==> config.mk <==
export PLATFORM = sky130hd
export DESIGN_NAME = atij_cordic
export DESIGN_NICKNAME = d
export VERILOG_FILES = /design/src/design/atij_pkg.sv /design/src/design/atij_cordic.sv
export SDC_FILE = /design/constraint.sdc
export NUM_CORES = 2
export LEC_CHECK = 0
export ABC_AREA = 0
export BUFFER_PORTS_ARGS = -buffer_cell sky130_fd_sc_hd__buf_2
export CAP_MARGIN = 30
export CORE_MARGIN = 5
export CORE_UTILIZATION = 25
export DETAILED_ROUTE_END_ITERATION = 16
export PLACE_DENSITY = 0.38
export REMOVE_ABC_BUFFERS = 1
export SKIP_LAST_GASP = 1
export SLEW_MARGIN = 20
export SYNTH_ARGS = -nofsm -noshare
export SYNTH_HDL_FRONTEND = slang
export SYNTH_SLANG_ARGS = --single-unit
==> constraint.sdc <==
create_clock -name clk -period 5.01 [get_ports clk]
set_clock_uncertainty 0.1 [all_clocks]
set_input_delay 0 -clock clk [delete_from_list [all_inputs] [get_ports clk]]
set_output_delay 0 -clock clk [all_outputs]
set_load 0.01 [all_outputs]
==> src/design/atij_pkg.sv <==
// shared constants and helpers for the accelerometer tilt innovation block
package atij_pkg;

  localparam int TableLen = 24;
  localparam int DefCordicIterations = 16;
  localparam int DefAngleWidth = 16;
  localparam int GainQ15 = 19899;
  localparam longint PiQ30 = 64'sd3373259426;
  localparam longint HalfPiQ30 = 64'sd1686629713;
  localparam logic [14:0] GravityReset = 15'd16384;

  // arctangent of 2^-i with 30 fraction bits
  function automatic longint atan_q30(input int i);
    case (i)
      0: atan_q30 = 843314857;
      1: atan_q30 = 497837829;
      2: atan_q30 = 263043837;
      3: atan_q30 = 133525159;
      4: atan_q30 = 67021687;
      5: atan_q30 = 33543516;
      6: atan_q30 = 16775851;
      7: atan_q30 = 8388437;
      8: atan_q30 = 4194283;
      9: atan_q30 = 2097149;
      default: atan_q30 = longint'(64'sd1) <<< (30 - i);
    endcase
  endfunction

  // round a 30-fraction-bit constant to the working angle precision
  function automatic longint to_angle(input longint q30, input int aw);
    int sh;
    sh = 33 - aw;
    to_angle = (q30 + (longint'(64'sd1) <<< (sh - 1))) >>> sh;
  endfunction

endpackage

==> src/design/atij_cordic.sv <==
// pipelined rotation-mode cordic giving saturated q1.15 sine and cosine
module atij_cordic #(
  parameter int CORDIC_ITERATIONS = atij_pkg::DefCordicIterations,
  parameter int ANGLE_WIDTH = atij_pkg::DefAngleWidth
) (
  input  logic                clk,
  input  logic                adv,
  input  logic signed [15:0]  angle,
  output logic signed [15:0]  sin_q,
  output logic signed [15:0]  cos_q
);

  localparam int N = (CORDIC_ITERATIONS < atij_pkg::TableLen) ? CORDIC_ITERATIONS
                                                                : atij_pkg::TableLen;
  localparam int ZW = ANGLE_WIDTH + 2;
  localparam int XW = 19;
  localparam longint HalfPi = atij_pkg::to_angle(atij_pkg::HalfPiQ30, ANGLE_WIDTH);
  localparam longint PiA = atij_pkg::to_angle(atij_pkg::PiQ30, ANGLE_WIDTH);

  logic signed [ZW-1:0] z_in;
  logic signed [ZW-1:0] zs [N+1];
  logic signed [XW-1:0] xs [N+1];
  logic signed [XW-1:0] ys [N+1];
  logic                 fl [N+1];

  // rescale to ANGLE_WIDTH-3 fraction bits
  always_comb begin
    if (ANGLE_WIDTH >= 16) begin
      z_in = ZW'(angle) <<< (ANGLE_WIDTH - 16);
    end else begin
      z_in = ZW'(angle >>> (16 - ANGLE_WIDTH));
    end
  end

  // quadrant fold into the first register stage
  always_ff @(posedge clk) begin
    if (adv) begin
      xs[0] <= XW'(atij_pkg::GainQ15);
      ys[0] <= '0;
      if (z_in > ZW'(HalfPi)) begin
        zs[0] <= z_in - ZW'(PiA);
        fl[0] <= 1'b1;
      end else if (z_in < -ZW'(HalfPi)) begin
        zs[0] <= z_in + ZW'(PiA);
        fl[0] <= 1'b1;
      end else begin
        zs[0] <= z_in;
        fl[0] <= 1'b0;
      end
    end
  end

  for (genvar i = 0; i < N; i++) begin : g_iter
    localparam longint A = atij_pkg::to_angle(atij_pkg::atan_q30(i), ANGLE_WIDTH);
    always_ff @(posedge clk) begin
      if (adv) begin
        fl[i+1] <= fl[i];
        if (!zs[i][ZW-1]) begin
          xs[i+1] <= xs[i] - (ys[i] >>> i);
          ys[i+1] <= ys[i] + (xs[i] >>> i);
          zs[i+1] <= zs[i] - ZW'(A);
        end else begin
          xs[i+1] <= xs[i] + (ys[i] >>> i);
          ys[i+1] <= ys[i] - (xs[i] >>> i);
          zs[i+1] <= zs[i] + ZW'(A);
        end
      end
    end
  end

  logic signed [XW-1:0] xf, yf;
  always_comb begin
    xf = fl[N] ? -xs[N] : xs[N];
    yf = fl[N] ? -ys[N] : ys[N];
  end

  always_ff @(posedge clk) begin
    if (adv) begin
      cos_q <= (xf > 19'sd32767) ? 16'sd32767 : (xf < -19'sd32767) ? -16'sd32767 : xf[15:0];
      sin_q <= (yf > 19'sd32767) ? 16'sd32767 : (yf < -19'sd32767) ? -16'sd32767 : yf[15:0];
    end
  end

endmodule

==> results by group <==
CTS
  – Setup repair bufs after CTS: 0
  – Clock Sink Count: 888
  – CTS tree: built
  – Skew-Pair Late Insertion Delay: 0.75 ns
  – CTS buffer count: 114
  – Maximum clock insertion buffer count: 3
  – H-tree Lvls: 3
  – Clock slew at reported path FFs: 0.05 ns
  – Clock root cell: clkbuf_16

STA
  – Slew HR: 38.4%
  – Achievable Freq: 0.216 GHz
  – Min Hold Slack: 0.0964 ns
  – Tcrit/Tclk final: 92.4%
  – Final setup vio count: 0
  – Worst-margin pin slew: 0.924 ns
  – Setup TNS: 0 ns
  – RSZ-0062 raised after global routing: no
  – Crit path time final: 4.63 ns
  – Fin. max-slew vios: 0
  – Final Hold Viols: 0

Final layout
  – Fillers: 27600
  – Final Util: 28.5%
  – Most frequent cells in the layout: edfxtp_1 (888), ha_1 (790), a21oi_1 (594)
  – FF+latch area: 0.0267 mm2
  – Leading cell type in the layout, fill and taps excluded: edfxtp_1
  – Synthesis-to-layout area growth: 13.3%
  – Non-filler cells, final: 10300
  – Fin nets: 7542
  – Area of the multi-input gates: 0.0387 mm2
  – Layout cell share with drive strength beyond 1: 4.96%

Synth
  – Seq/Total Area, Yosys: 40.0%
  – Most used flip-flop cell after synthesis: edfxtp_1
  – Multiplexer area fraction after synthesis: 0.546%
  – Mapped Area: 0.0667 mm2
  – Largest family of logic cells by synthesized area: compound AO/OA/AOI/OAI gates
  – Adder-Cell Fraction of Synth Area: 16.1%
  – Ys async rst share: 0%
  – Post-synth top area share: 40.0%
  – Yosys reg bits: 888
  – Mapped Cells: 6519
  – Post-Syn Area per Cell: 10.2 um2
  – Synth top area cells: edfxtp_1 (40%), ha_1 (15%), xnor2_1 (7.7%)
  – Yosys cell types: 80
  – Post-synth EDFFs: 888
  – XOR/XNOR Fraction of Synth Area: 11.6%
  – Yosys warnings: 0
  – Dominant cell type by area after synthesis: edfxtp_1
  – Compound-Gate Fraction of Synth Area: 17.6%
  – Synth Area in Simple Gates: 12.1%

Global route
  – GRT Resource Usage Total: 12.4%
  – Overflow after GRT: 0
  – Vias in the first global route: 48300
  – Initial antenna violation count: 7
  – Largest net degree at the start of global routing: 142
  – First-pass GRT wire length: 277000 um

Outcome
  – Run status: finished, final reports clean

Critical path
  – Critical Path Fanout Max: 9
  – CP arrival: 5.02 ns
  – Worst path max stage delay: 0.69 ns
  – Reg2Reg Depth: 14
  – CP Buf/Inv Count: 3
  – R2R setup slack: 0.77 ns
  – Worst setup SP type: input port
  – Critical-path cell list: dlygate4sd3_1 > buf_2 > a41o_1 > a31oi_1 > nor2_1 > o31ai_1 > nand3_1 > ha_1 > a21o_1 > a21oi_1 > o21ai_0 > a2111oi_0 > nor2_1 > a31oi_1 > xor2_1 > o21ai_0 > dlygate4sd3_1
  – Kind of critical path: input port to flop
  – CP top delay family: compound AO/OA/AOI/OAI gates
  – WP depth: 17
  – WP data required: 5.41 ns
  – CP endpoint kind: flop
  – Critical path's slowest cell: a2111oi_0

Worst hold path
  – Hold WC Path Type: input port to flop
  – Worst Hold Depth: 4

Floorplan
  – Initial Util: 25.1%
  – Die ar.: 0.277 mm2
  – Rows: 189
  – Core area: 0.265 mm2
  – Die Y: 526 um
  – IO Count: 50
  – Die Width: 526 um

Place
  – RePlAce Congestion: 0.797
  – DP HPWL: 139000 um
  – Placed insts: 10100
  – IO Port Bufs: 49

Flow run
  – Max-Cap Viols: 0

Detailed routing
  – Vias/cell: 4.67
  – Drt wl/cell: 17.1 um
  – Final WL: 176000 um
  – DRT Pass-1 Iters: 8
  – Post-route DRC violation count: 0
  – DR iter-0 viols: 1966
  – Antenna Nets Post-Route: 0
  – Via count: 48100
[layer usage]
metal | share of wire (%) | GRT usage (%) | up-vias | routed length, um
met4 | 2.2 | 2.93 | 0 | 3860
met2 | 50 | 22.6 | 513 | 87900
met5 | 0 | 0 | - | 0
li1 | - | - | 24600 | -
met1 | 45 | 15.7 | 22800 | 79600
met3 | 2.7 | 1.45 | 201 | 4770
[path summary, 6_finish.rpt]
path	start	end
worst max-delay path	angle[5]	zs[0][12]
worst min-delay path	angle[10]	zs[0][10]
worst max register to register	xs[2][2]	ys[3][18]
worst min register to register	fl[0][7]	fl[0][8]
[final cells by class]
type                       count  area share [%]
multi-input combinational   5289            51.2
sequential                   888            35.3
tap                         3533            5.85
clock buffer                 132            3.87
timing repair buffer         143            1.45
inverter                     255            1.27
clock inverter                74            1.01
antenna                        2         0.00663
[sequential cells by signal, indices dropped and copies added (netlist names)]
name   count
ys       286
fl        17
xs       283
zs       270
cos_q     16
sin_q     16
[logic make-up (layout without fill, tap and decap cells)]
logic type,count (synthesis),count (layout)
flops,888,888
other cells,2,9
fa+ha+maj,833,833
simple gates,1694,1694
buf+inv,347,604
mux,36,36
compound gates,1838,1838
xor+xnor,881,881
[stage by stage]
| stage | setup slack [ns] | area (um2) |
|---|---|---|
| 5_1_grt | 0.127 | 75500 |
| 3_3_place_gp | 0.647 | 71500 |
| 6_report | 0.382 | 75500 |
| 3_5_place_dp | 0.722 | 71500 |
| 2_1_floorplan | 0.854 | 66300 |
| 4_1_cts | 0.437 | 75500 |
[synthesized netlist by cell type, drive strengths merged, types with 35 or more instances]
cell type and number:
a31oi 84, xnor2 590, nand3 130, a211oi 73, a21boi 47, nor2 504, or3 57, o21bai 58
nor2b 114, a21o 234, and3 51, nor3 152, clkbuf 79, o21a 92, xor2 291, a21oi 599
ha 790, o21ai 303, fa 43, o22ai 35, inv 250, o31ai 105, edfxtp 888, nand2b 112
nand2 418
[repair_timing]
| item | 4_1_cts | 5_1_grt |
|---|---|---|
| gates resized for setup | 0 | 0 |
| endpoints found under the hold margin | 166 | 0 |
| hold buffers | 31 | 0 |
[worst min-delay path, cell delays in order]
cell and delay [ns]:
dlygate4sd3_1 0.52, buf_2 0.14, nand2_1 0.05, o21ai_0 0.10
Power is not shown: default switching activity piles up to over one toggle a cycle in this logic, so the estimate is an artifact.
